--- src/sv/ptpm_pkg.sv ---
package ptpm_pkg;

    localparam int ENTRIES_DEF       = 64;
    localparam int DATA_BITS_DEF     = 32;
    localparam int PRIORITY_BITS_DEF = 16;

    localparam logic [2:0] OP_ADD      = 3'd0;
    localparam logic [2:0] OP_PROMOTE  = 3'd1;
    localparam logic [2:0] OP_GET_MAX  = 3'd2;
    localparam logic [2:0] OP_POP_MAX  = 3'd3;
    localparam logic [2:0] OP_IS_VALID = 3'd4;
    localparam logic [2:0] OP_GET      = 3'd5;

    localparam logic [1:0] ST_OK    = 2'd0;
    localparam logic [1:0] ST_DEAD  = 2'd1;
    localparam logic [1:0] ST_EMPTY = 2'd2;
    localparam logic [1:0] ST_FULL  = 2'd3;

endpackage

--- src/sv/ptpm_cell.sv ---
module ptpm_cell
    import ptpm_pkg::*;
#(
    parameter int IDX           = 0,
    parameter int ENTRIES       = ENTRIES_DEF,
    parameter int DATA_BITS     = DATA_BITS_DEF,
    parameter int PRIORITY_BITS = PRIORITY_BITS_DEF,
    localparam int ID_BITS      = $clog2(ENTRIES),
    localparam int CNT_BITS     = $clog2(ENTRIES + 1)
) (
    input  logic                     aclk,
    input  logic                     aresetn,
    input  logic [2:0]               cmd_op,
    input  logic [ID_BITS-1:0]       cmd_id,
    input  logic [DATA_BITS-1:0]     cmd_data,
    input  logic [CNT_BITS-1:0]      fill,
    input  logic                     retire_valid,
    input  logic [ID_BITS-1:0]       retire_id,
    input  logic                     in_valid,
    input  logic                     in_found,
    input  logic [ID_BITS-1:0]       in_best_id,
    input  logic [PRIORITY_BITS-1:0] in_best_prio,
    input  logic [DATA_BITS-1:0]     in_best_data,
    input  logic                     in_hit_live,
    input  logic [DATA_BITS-1:0]     in_hit_data,
    input  logic [PRIORITY_BITS-1:0] in_hit_prio,
    output logic                     out_valid,
    output logic                     out_found,
    output logic [ID_BITS-1:0]       out_best_id,
    output logic [PRIORITY_BITS-1:0] out_best_prio,
    output logic [DATA_BITS-1:0]     out_best_data,
    output logic                     out_hit_live,
    output logic [DATA_BITS-1:0]     out_hit_data,
    output logic [PRIORITY_BITS-1:0] out_hit_prio
);

    localparam logic [ID_BITS-1:0]       MY_ID    = ID_BITS'(IDX);
    localparam logic [CNT_BITS-1:0]      MY_CNT   = CNT_BITS'(IDX);
    localparam logic [PRIORITY_BITS-1:0] PRIO_MAX = {PRIORITY_BITS{1'b1}};

    logic [DATA_BITS-1:0]     payload_reg, payload_next;
    logic [PRIORITY_BITS-1:0] prio_reg, prio_next;
    logic                     popped_reg, popped_next;

    logic                     valid_reg;
    logic                     found_reg, found_next;
    logic [ID_BITS-1:0]       best_id_reg, best_id_next;
    logic [PRIORITY_BITS-1:0] best_prio_reg, best_prio_next;
    logic [DATA_BITS-1:0]     best_data_reg, best_data_next;
    logic                     hit_live_reg, hit_live_next;
    logic [DATA_BITS-1:0]     hit_data_reg, hit_data_next;
    logic [PRIORITY_BITS-1:0] hit_prio_reg, hit_prio_next;

    logic my_live;
    logic sel;
    logic [PRIORITY_BITS-1:0] prio_inc;

    assign my_live  = (MY_CNT < fill) && !popped_reg;
    assign sel      = (cmd_id == MY_ID);
    assign prio_inc = (prio_reg == PRIO_MAX) ? prio_reg : prio_reg + 1'b1;

    always_comb begin
        payload_next   = payload_reg;
        prio_next      = prio_reg;
        popped_next    = popped_reg;
        found_next     = in_found;
        best_id_next   = in_best_id;
        best_prio_next = in_best_prio;
        best_data_next = in_best_data;
        hit_live_next  = in_hit_live;
        hit_data_next  = in_hit_data;
        hit_prio_next  = in_hit_prio;
        if (in_valid) begin
            case (cmd_op) inside
                OP_ADD: begin
                    if (fill == MY_CNT) begin
                        payload_next = cmd_data;
                        prio_next    = '0;
                        popped_next  = 1'b0;
                    end
                end
                OP_PROMOTE: begin
                    if (sel && my_live) begin
                        prio_next     = prio_inc;
                        hit_live_next = 1'b1;
                        hit_prio_next = prio_inc;
                    end
                end
                OP_GET_MAX, OP_POP_MAX: begin
                    if (my_live && (!in_found || prio_reg >= in_best_prio)) begin
                        found_next     = 1'b1;
                        best_id_next   = MY_ID;
                        best_prio_next = prio_reg;
                        best_data_next = payload_reg;
                    end
                end
                OP_IS_VALID, OP_GET: begin
                    if (sel && my_live) begin
                        hit_live_next = 1'b1;
                        hit_data_next = payload_reg;
                    end
                end
                default: begin
                end
            endcase
        end
        if (retire_valid && retire_id == MY_ID) begin
            popped_next = 1'b1;
        end
    end

    always_ff @(posedge aclk) begin
        payload_reg   <= payload_next;
        prio_reg      <= prio_next;
        popped_reg    <= popped_next;
        found_reg     <= found_next;
        best_id_reg   <= best_id_next;
        best_prio_reg <= best_prio_next;
        best_data_reg <= best_data_next;
        hit_live_reg  <= hit_live_next;
        hit_data_reg  <= hit_data_next;
        hit_prio_reg  <= hit_prio_next;
        if (!aresetn) begin
            valid_reg <= 1'b0;
        end else begin
            valid_reg <= in_valid;
        end
    end

    assign out_valid     = valid_reg;
    assign out_found     = found_reg;
    assign out_best_id   = best_id_reg;
    assign out_best_prio = best_prio_reg;
    assign out_best_data = best_data_reg;
    assign out_hit_live  = hit_live_reg;
    assign out_hit_data  = hit_data_reg;
    assign out_hit_prio  = hit_prio_reg;

endmodule

--- config.mk ---
export PLATFORM = sky130hd
export DESIGN_NAME = ptpm_cell
export DESIGN_NICKNAME = d
export VERILOG_FILES = /design/src/sv/ptpm_pkg.sv /design/src/sv/ptpm_cell.sv
export SDC_FILE = /design/constraint.sdc
export NUM_CORES = 1
export LEC_CHECK = 0
export BUFFER_PORTS_ARGS = -buffer_cell sky130_fd_sc_hd__buf_2
export CORE_ASPECT_RATIO = 1.2
export CORE_MARGIN = 5
export CORE_UTILIZATION = 45
export DETAILED_ROUTE_END_ITERATION = 10
export HOLD_SLACK_MARGIN = 0.03
export PLACE_DENSITY = 0.72
export SKIP_LAST_GASP = 1
export SLEW_MARGIN = 20
export SYNTH_ARGS = -nofsm -noshare
export SYNTH_HDL_FRONTEND = slang
export SYNTH_SLANG_ARGS = --single-unit
--- constraint.sdc ---
create_clock -name aclk -period 2.6 [get_ports aclk]
set_clock_uncertainty 0.1 [all_clocks]
set_input_delay 0.39 -clock aclk [delete_from_list [all_inputs] [get_ports aclk]]
set_output_delay 0.39 -clock aclk [all_outputs]
set_load 0.1 [all_outputs]
==> impl_metrics.py, run 1 <==
metrics = {
    "synthesis": {
        "yosys.area_share.adder": 0.0285,
        "postSynthNetCount": 923,
        "post_synth_main_area_contributors": "dfxtp_1 (28%), edfxtp_1 (19%), o41a_1 (7.2%)",
        "netlist_instances": 744,
        "synth_top_area_share": 0.285,
        "yosys.area_share.xor_xnor": 0.00470,
        "synth_seq_cells": 154,
        "post_synth.cell_area_avg_um2": 10.0,
        "main_combinational_cell_family_by_area_after_synthesis": "compound AO/OA/AOI/OAI gates",
        "post-synth-top-count-cell": "dfxtp_1",
        "warnings_from_yosys": 0,
        "synth-compound-area-share": 0.210,
        "synth.cell_area_um2": 7460,
        "most_frequently_used_flop_master_after_synthesis": "dfxtp_1",
        "seq_area_frac_synth": 0.478,
        "number_of_enable_type_register_cells_in_the_synthesized_netlist": 48,
        "postSynth.asyncResetShare": 0,
        "muxShareOfSynthArea": 0.0685,
        "synth_top_cell_by_area": "dfxtp_1",
        "synth.lib_cells_used.distinct": 47,
        "synthSimpleGateAreaFrac": 0.157,
        "ys_top_cells_by_count": "dfxtp_1 (106), nand3_1 (101), clkbuf_1 (65), nand2_1 (62), o211ai_1 (50)",
    },
    "layout": {
        "syn2layout_area_growth_pct": 34.5,
        "final_nets": 1199,
        "fillCellCount": 1405,
        "drive_gt1_frac": 0.379,
        "final_area_um2": 10000,
        "total_area_of_multi_input_combinational_cells_um2": 3560,
        "reg_area_um2": 3560,
        "final_util": 0.616,
    },
    "timing": {
        "worstMarginPinSlew_ns": 0.723,
        "setup-violations-final": 0,
        "min_period_over_period": 0.935,
        "hold_slack_ns": 0.0461,
        "final_period_minus_worst_setup_slack_ns": 2.43,
        "rsz0062_at_grt": "no",
        "timing.fmax_ghz": 0.412,
        "finalSetupTns_ns": 0,
        "relSlewSlack": 0.517,
        "timing_max_transition_violations_final": 0,
        "final_hold_viol_count": 0,
    },
    "drt": {
        "post-route-drc-count": 0,
        "vias": 7374,
        "route.detailed.vias_per_inst": 5.91,
        "drt_iter0_drc": 746,
        "postRouteAntennaNets": 0,
        "detail_route.first_pass.iterations": 5,
        "route.detailed.wl_per_inst_um": 19.4,
        "totalWireLength_um": 24200,
    },
    "clock_tree": {
        "clkTransAtPathRegs_ns": 0.06,
        "cts_tree": "done",
        "cts.sinks": 154,
        "clk-insertion-delay-late_ns": 0.43,
        "clock_path_buffers": 2,
        "numCtsBuffers": 17,
        "htree_levels": 4,
        "postCtsSetupRepairBufs": 0,
        "cts.root.buffer_cell": "clkbuf_16",
    },
    "pwr": {
        "worst_ir_drop_vdd_mv": 0.413,
        "power_per_cell_area_nw_per_um2": 609,
        "netSwitchingFraction": 0.329,
        "pwr-share-seq": 0.425,
        "share_clk_of_total_power": 0.368,
        "p_leak_nw": 4.07,
        "power_switching_w": 0.00201,
        "combinationalPowerShare": 0.207,
        "power.total_w": 0.00611,
        "internal-power_w": 0.00410,
    },
    "die": {
        "fp.dieH_um": 151,
        "die_w_um": 128,
        "rows": 51,
        "io_pins": 267,
        "die_area_um2": 19300,
        "core-area_um2": 16300,
        "initial_core_utilization": 0.458,
    },
    "worst_setup_path": {
        "crit_path_max_fanout": 50,
        "critical_path.startpoint_type": "register",
        "criticalPathCategory": "reg -> reg",
        "critical_path.endpoint_type": "register",
        "worst-endpoint-arrival_ns": 2.70,
        "cp.required_ns": 2.87,
        "timing.critical_path.slowest_stage_cell": "edfxtp_1",
        "slowest_delay_ns": 0.48,
        "crit_chain": "inv_1 -> ha_1 -> and3_1 -> o21ai_0 -> a311oi_4 -> buf_12 -> o41a_1 -> nand3_1",
    },
    "placed_design": {
        "detailed_place_hpwl_um": 16400,
        "placed_area_um2": 9230,
        "port_buffers": 266,
        "finalWeightedCongestion": 0.873,
    },
    "status": {
        "run_status": "completed",
    },
    "global_routing": {
        "grt_pass1_wl_um": 37700,
        "grt_pass1_vias": 7345,
        "grt_overflow": 0,
        "grt_max_degree": 51,
        "grt_antenna_before_repair": 2,
        "groute.usage.overall": 0.248,
    },
    "run": {
        "cap_viol_max_count": 0,
    },
    "hold_path": {
        "timing.hold.worst.class": "in -> reg",
    },
}
==> worst paths after layout <==
path	start	to	slack, ns	cells after the start
min	in_hit_live	out_hit_live$_DFF_P_	0.05	2
min reg2reg	popped_reg$_SDFFE_PP1P_	popped_reg$_SDFFE_PP1P_	0.42	2
max reg2reg	prio_reg[0]$_SDFFCE_PP0P_	out_best_data[9]$_DFF_P_	0.17	8
max	prio_reg[0]$_SDFFCE_PP0P_	out_best_data[9]$_DFF_P_	0.17	8
==> layer usage <==
metal / vias to the layer above / share of wire / GRT usage
li1: 3432 / - / -
met4: 0 / 0.029 / 0.116
met1: 3485 / 0.39 / 0.302
met3: 54 / 0.089 / 0.0575
met5: - / 0 / 0
met2: 403 / 0.49 / 0.414
==> stage by stage <==
| stage | std cells | worst slack (ns) |
|---|---|---|
| 2_1_floorplan | 744 | 0.112 |
| 3_3_place_gp | 1186 | 0.0793 |
| 3_5_place_dp | 1186 | 0.0835 |
| 4_1_cts | 1244 | 0.108 |
| 5_1_grt | 1247 | 0.0459 |
| 6_report | 1248 | 0.170 |
==> area by class of cell <==
class,instances,share of cell area
clock inverter,13,0.00936
tap,212,0.0264
antenna,3,0.000749
clock buffer,19,0.0432
multi-input combinational,493,0.355
inverter,20,0.00749
sequential,154,0.355
timing repair buffer,334,0.203
==> critical path: cells and delay by family, from the launching register on <==
family	cells	cell delay [ns]
DFF	1	0.48
buffers and inverters	2	0.36
and+or+nand+nor	2	0.24
adders and majority gates	1	0.23
AOI/OAI and AO/OA	3	0.93
==> repair_timing <==
action | CTS | global route
hold endpoints to repair | 26 | 1
setup endpoints to repair | 0 | 3
gates resized for setup | 0 | 0
hold buffers | 26 | 1
==> placed cells by master (no fill, tap or decap), drive strengths merged, types with 10 or more instances in the layout <==
master | netlist | layout
o211ai | 50 | 50
a32oi | 48 | 48
ha | 17 | 17
dfxtp | 106 | 106
buf | 12 | 307
nand3 | 101 | 101
a21oi | 20 | 20
nor2b | 10 | 10
dlygate4sd3 | 0 | 27
nand2 | 62 | 62
o41a | 48 | 48
clkbuf | 65 | 19
nor2 | 32 | 32
edfxtp | 48 | 48
inv | 20 | 24
mux2 | 40 | 40
==> power groups by stage <==
| stage | combinational, W | sequential [W] | clock, W |
|---|---|---|---|
| 2_1_floorplan | 0.000204 | 0.00337 | 0 |
| 3_3_place_gp | 0.00122 | 0.00265 | 0 |
| 3_5_place_dp | 0.00123 | 0.00265 | 0 |
| 4_1_cts | 0.00126 | 0.00260 | 0.00229 |
| 5_1_grt | 0.00132 | 0.00261 | 0.00240 |
| 6_report | 0.00126 | 0.00260 | 0.00225 |
==> cells by family (layout without fill, tap and decap cells) <==
kind of cell	count (synthesis)	in the layout
other	0	3
DFF	154	154
muxes	46	46
AOI/OAI and AO/OA	184	184
and+or+nand+nor	242	242
buffers and inverters	97	386
xor gates and xnor gates	4	4
adders and majority gates	17	17
Power figures use the tool's default switching activity.
==> run 2: changes to the inputs <==
--- a/config.mk
+++ b/config.mk
@@ -11,7 +11,7 @@
 export CORE_UTILIZATION = 45
 export DETAILED_ROUTE_END_ITERATION = 10
 export HOLD_SLACK_MARGIN = 0.03
-export PLACE_DENSITY = 0.72
+export PLACE_DENSITY = 0.78
 export SKIP_LAST_GASP = 1
 export SLEW_MARGIN = 20
 export SYNTH_ARGS = -nofsm -noshare
==> run 2 against run 1 <==
  * Setup slack about the same
  * Sequential share of layout area rose by 0.085 points
  * Power up 0.97%
  * Core utilization down 0.15 points
  * Largest power group unchanged
  * Worst hold slack gained 0.0031 ns
==> impl_metrics.py, run 2 (same netlist as run 1, synthesis figures left out) <==
metrics = {
    "status": {
        "run_status": "completed",
    },
    "timing": {
        "setup-violations-final": 0,
        "timing_max_transition_violations_final": 0,
        "min_period_over_period": 0.935,
        "hold_slack_ns": 0.0493,
        "rsz0062_at_grt": "no",
        "final_period_minus_worst_setup_slack_ns": 2.43,
        "final_hold_viol_count": 0,
        "post-route-worst-setup-slack_ns": 0.170,
        "timing.fmax_ghz": 0.412,
        "worstMarginPinSlew_ns": 0.631,
        "relSlewSlack": 0.576,
    },
    "clock_tree": {
        "cts.sinks": 154,
        "numCtsBuffers": 17,
        "cts.root.buffer_cell": "clkbuf_16",
        "cts_tree": "done",
        "clkTransAtPathRegs_ns": 0.06,
        "htree_levels": 4,
        "clk-insertion-delay-late_ns": 0.43,
        "clock_path_buffers": 2,
    },
    "drt": {
        "drt_iter0_drc": 708,
        "postRouteAntennaNets": 0,
        "post-route-drc-count": 0,
        "route.detailed.wl_per_inst_um": 19.6,
        "totalWireLength_um": 24300,
        "route.detailed.vias_per_inst": 5.92,
        "vias": 7342,
        "detail_route.first_pass.iterations": 5,
    },
    "worst_setup_path": {
        "cp.required_ns": 2.86,
        "r2r_start": "prio_reg[0]$_SDFFCE_PP0P_",
        "critical_path.endpoint_type": "register",
        "critical_path.startpoint_type": "register",
        "criticalPathCategory": "reg -> reg",
        "timing.critical_path.slowest_stage_cell": "edfxtp_1",
        "path_buf_inv": 3,
        "crit_chain": "inv_1 -> ha_1 -> and3_1 -> o21ai_0 -> a311oi_4 -> buf_12 -> buf_12 -> o41a_1 -> nand3_1",
        "crit_path_most_repeated_cell": "buf_12",
        "path_delay_family": "compound AO/OA/AOI/OAI gates",
        "crit_start": "prio_reg[0]$_SDFFCE_PP0P_",
        "crit_path_max_fanout": 40,
        "slowest_delay_ns": 0.48,
        "worst-endpoint-arrival_ns": 2.69,
    },
    "die": {
        "die_w_um": 128,
        "die_area_um2": 19300,
        "rows": 51,
        "io_pins": 267,
        "fp.dieH_um": 151,
        "core-area_um2": 16300,
        "initial_core_utilization": 0.458,
    },
    "global_routing": {
        "grt_overflow": 0,
        "grt_antenna_before_repair": 0,
        "grt_max_degree": 49,
        "groute.usage.overall": 0.245,
        "grt_pass1_wl_um": 37200,
        "grt_pass1_vias": 7112,
    },
    "layout": {
        "drive_gt1_frac": 0.378,
        "final_cells": 1241,
        "reg_area_um2": 3560,
        "final_nets": 1194,
        "syn2layout_area_growth_pct": 34.2,
        "total_area_of_multi_input_combinational_cells_um2": 3560,
        "most_frequent_cells_in_the_layout": "buf_2 (266), dfxtp_1 (106), nand3_1 (101), nand2_1 (61), o211ai_1 (50)",
        "final_util": 0.615,
        "fillCellCount": 1375,
        "layout.cells.most_common": "buf_2",
    },
    "placed_design": {
        "dp_worst_setup_slack_ns": 0.130,
        "detailed_place_hpwl_um": 16800,
        "port_buffers": 266,
        "dp_cells": 1179,
        "finalWeightedCongestion": 0.871,
    },
    "pwr": {
        "p_leak_nw": 4.05,
        "power_per_cell_area_nw_per_um2": 616,
        "worst_ir_drop_vdd_mv": 0.438,
        "power.total_w": 0.00617,
    },
    "hold_path": {
        "timing.hold.worst.class": "in -> reg",
        "worstHoldStart": "cmd_data[2]",
    },
    "run": {
        "cap_viol_max_count": 0,
    },
}
run 2: worst paths after layout:
path	end	slack, ns	cells after the start
max	out_best_prio[9]$_DFF_P_	0.17	9
min	payload_reg[2]$_DFFE_PP_	0.05	1
max reg2reg	out_best_prio[9]$_DFF_P_	0.17	9
min reg2reg	popped_reg$_SDFFE_PP1P_	0.43	2
run 2: power by group:
part	internal, W	total, W	switching (W)
combinational	0.000300	0.00126	0.000960
clock	0.00124	0.00231	0.00107
sequential	0.00257	0.00260	0.0000280
total	0.00412	0.00617	0.00205
run 2: timing repair:
action                                  4_1_cts  5_1_grt
resized for setup                             0        1
setup buffers                                 0        2
endpoints found under the setup margin        0        2
hold buffers                                 27        0
endpoints found under the hold margin        27        0
run 2: final cells by class:
class	count	share of cell area
clock inverter	13	0.0109
clock buffer	19	0.0433
timing repair buffer	329	0.200
antenna	1	0.000250
sequential	154	0.356
tap	212	0.0265
inverter	20	0.00750
multi-input combinational	493	0.356
run 2: metal layers:
metal,up-vias,global-route usage,share of wire
li1,3413,-,-
met4,0,0.0740,0.016
met2,386,0.419,0.52
met3,35,0.0702,0.095
met5,-,0,0
met1,3508,0.300,0.37
run 2: through the flow:
stage	area [µm²]	setup TNS (ns)
6_report	10000	0
5_1_grt	10000	0
4_1_cts	9980	0
3_5_place_dp	9170	0
3_3_place_gp	9150	-0.0351
2_1_floorplan	7460	0
==> run 3: changes to the inputs <==
--- a/config.mk
+++ b/config.mk
@@ -8,10 +8,10 @@
 export BUFFER_PORTS_ARGS = -buffer_cell sky130_fd_sc_hd__buf_2
 export CORE_ASPECT_RATIO = 1.2
 export CORE_MARGIN = 5
-export CORE_UTILIZATION = 45
+export CORE_UTILIZATION = 35
 export DETAILED_ROUTE_END_ITERATION = 10
 export HOLD_SLACK_MARGIN = 0.03
-export PLACE_DENSITY = 0.78
+export PLACE_DENSITY = 0.64
 export SKIP_LAST_GASP = 1
 export SLEW_MARGIN = 20
 export SYNTH_ARGS = -nofsm -noshare
==> run 3 against run 2 <==
  * Non-clock buffer count increased by 5
  * Core utilization decreased by 13 points
  * Clock power about the same
  * Setup slack improved by 0.022 ns
  * Largest cell class unchanged
==> impl_metrics.py, run 3 (same netlist as run 1, synthesis figures left out) <==
metrics = {
    "status": {
        "run_status": "completed",
    },
    "die": {
        "die_area_um2": 24300,
        "io_pins": 267,
        "rows": 58,
        "die_w_um": 143,
        "initial_core_utilization": 0.356,
        "fp.dieH_um": 170,
        "core-area_um2": 21000,
    },
    "drt": {
        "totalWireLength_um": 24700,
        "route.detailed.vias_per_inst": 5.56,
        "post-route-drc-count": 0,
        "detail_route.first_pass.iterations": 5,
        "vias": 7243,
        "postRouteAntennaNets": 0,
        "drt_iter0_drc": 521,
        "route.detailed.wl_per_inst_um": 19.0,
    },
    "timing": {
        "worstMarginPinSlew_ns": 0.599,
        "timing.fmax_ghz": 0.415,
        "min_period_over_period": 0.926,
        "rsz0062_at_grt": "no",
        "finalSetupTns_ns": 0,
        "setup-violations-final": 0,
        "final_period_minus_worst_setup_slack_ns": 2.41,
        "timing_max_transition_violations_final": 0,
        "relSlewSlack": 0.601,
        "final_hold_viol_count": 0,
    },
    "pwr": {
        "power_switching_w": 0.00208,
        "pwr-share-seq": 0.419,
        "internal-power_w": 0.00411,
        "share_clk_of_total_power": 0.377,
        "p_leak_nw": 4.07,
        "netSwitchingFraction": 0.336,
        "worst_ir_drop_vdd_mv": 0.415,
        "combinationalPowerShare": 0.203,
        "power_per_cell_area_nw_per_um2": 614,
    },
    "layout": {
        "final_nets": 1199,
        "most_frequent_cells_in_the_layout": "buf_2 (266), dfxtp_1 (106), nand3_1 (101), nand2_1 (61), o211ai_1 (50)",
        "syn2layout_area_growth_pct": 35.4,
        "antenna_cells": 0,
        "final_util": 0.481,
        "layout.cells.most_common": "buf_2",
        "drive_gt1_frac": 0.380,
    },
    "clock_tree": {
        "clk-insertion-delay-late_ns": 0.43,
        "postCtsResizedCells": 0,
        "htree_levels": 4,
        "clkTransAtPathRegs_ns": 0.07,
        "cts.sinks": 154,
        "cts_tree": "done",
        "cts.root.buffer_cell": "clkbuf_16",
        "numCtsBuffers": 17,
        "clock_path_buffers": 2,
    },
    "worst_setup_path": {
        "critical_path.endpoint_type": "register",
        "crit_path_max_fanout": 50,
        "criticalPathCategory": "reg -> reg",
        "cp.required_ns": 2.81,
        "worst-endpoint-arrival_ns": 2.62,
        "critical_path.startpoint_type": "register",
    },
    "placed_design": {
        "port_buffers": 266,
        "detailed_place_hpwl_um": 17300,
        "finalWeightedCongestion": 0.813,
    },
    "global_routing": {
        "groute.usage.overall": 0.198,
        "grt_pass1_wl_um": 38100,
        "grt_pass1_vias": 6940,
        "grt_overflow": 0,
        "grt_antenna_before_repair": 0,
        "grt_max_degree": 51,
    },
    "run": {
        "cap_viol_max_count": 0,
    },
    "hold_path": {
        "timing.hold.worst.class": "in -> reg",
    },
}
run 3: changes by cell type in the layout (fill, tap and decap cells not counted), sizes merged:
cell / before / now
clkbuf: 19 / 17
clkinv: 4 / 5
buf: 302 / 307
diode: 1 / 0
inv: 26 / 27
run 3: metal layers:
metal / track usage / part of all wire
met2: 0.337 / 0.51
met4: 0.0586 / 0.017
met5: 0 / 0
met3: 0.0497 / 0.086
met1: 0.248 / 0.39
run 3: power by group through the flow:
stage	registers [W]	logic, W	clock network [W]
2_1_floorplan	0.00337	0.000204	0
3_3_place_gp	0.00265	0.00122	0
3_5_place_dp	0.00265	0.00123	0
4_1_cts	0.00260	0.00126	0.00240
5_1_grt	0.00261	0.00132	0.00252
6_report	0.00260	0.00126	0.00234
run 3: cell type report:
class | count | area (µm²)
fill | 1978 | 10900
sequential | 154 | 3560
multi-input combinational | 493 | 3560
timing repair buffer | 334 | 2020
clock buffer | 17 | 425
tap | 270 | 338
clock inverter | 15 | 115
inverter | 20 | 75.1
run 3: worst max-delay path, stage by stage, from the launching register on:
cell and delay [ns]:
edfxtp_1 0.47, inv_1 0.11, ha_1 0.28, and3_1 0.13, o21ai_0 0.12, a311oi_4 0.50
buf_12 0.29, o41a_1 0.19, nand3_1 0.08
run 3: final timing paths:
check             slack (ns)  cells after the start                         to                      start
setup / recovery        0.19                      8   out_best_data[8]$_DFF_P_  prio_reg[0]$_SDFFCE_PP0P_
hold / removal          0.04                      1  payload_reg[11]$_DFFE_PP_               cmd_data[11]
setup reg to reg        0.19                      8   out_best_data[8]$_DFF_P_  prio_reg[0]$_SDFFCE_PP0P_
hold reg to reg         0.42                      2    popped_reg$_SDFFE_PP1P_    popped_reg$_SDFFE_PP1P_
run 3: per-stage QoR:
step / cells / cell area, µm² / setup slack [ns] / hold WS, ns / power (W)
after floorplan: 744 / 7460 / 0.112 / 0.373 / 0.00358
after global placement: 1244 / 9290 / 0.139 / 0.401 / 0.00387
after detailed placement: 1244 / 9290 / 0.150 / 0.413 / 0.00388
after CTS: 1298 / 10000 / 0.221 / 0.0307 / 0.00626
after global routing: 1303 / 10100 / 0.0828 / 0.0311 / 0.00644
final: 1303 / 10100 / 0.192 / 0.0399 / 0.00620
run 3: what timing repair did:
| action | 4_1_cts | 5_1_grt |
|---|---|---|
| endpoints found under the hold margin | 22 | 5 |
| buffers inserted | 0 | 0 |
| endpoints found under the setup margin | 0 | 0 |
| hold buffers | 22 | 5 |
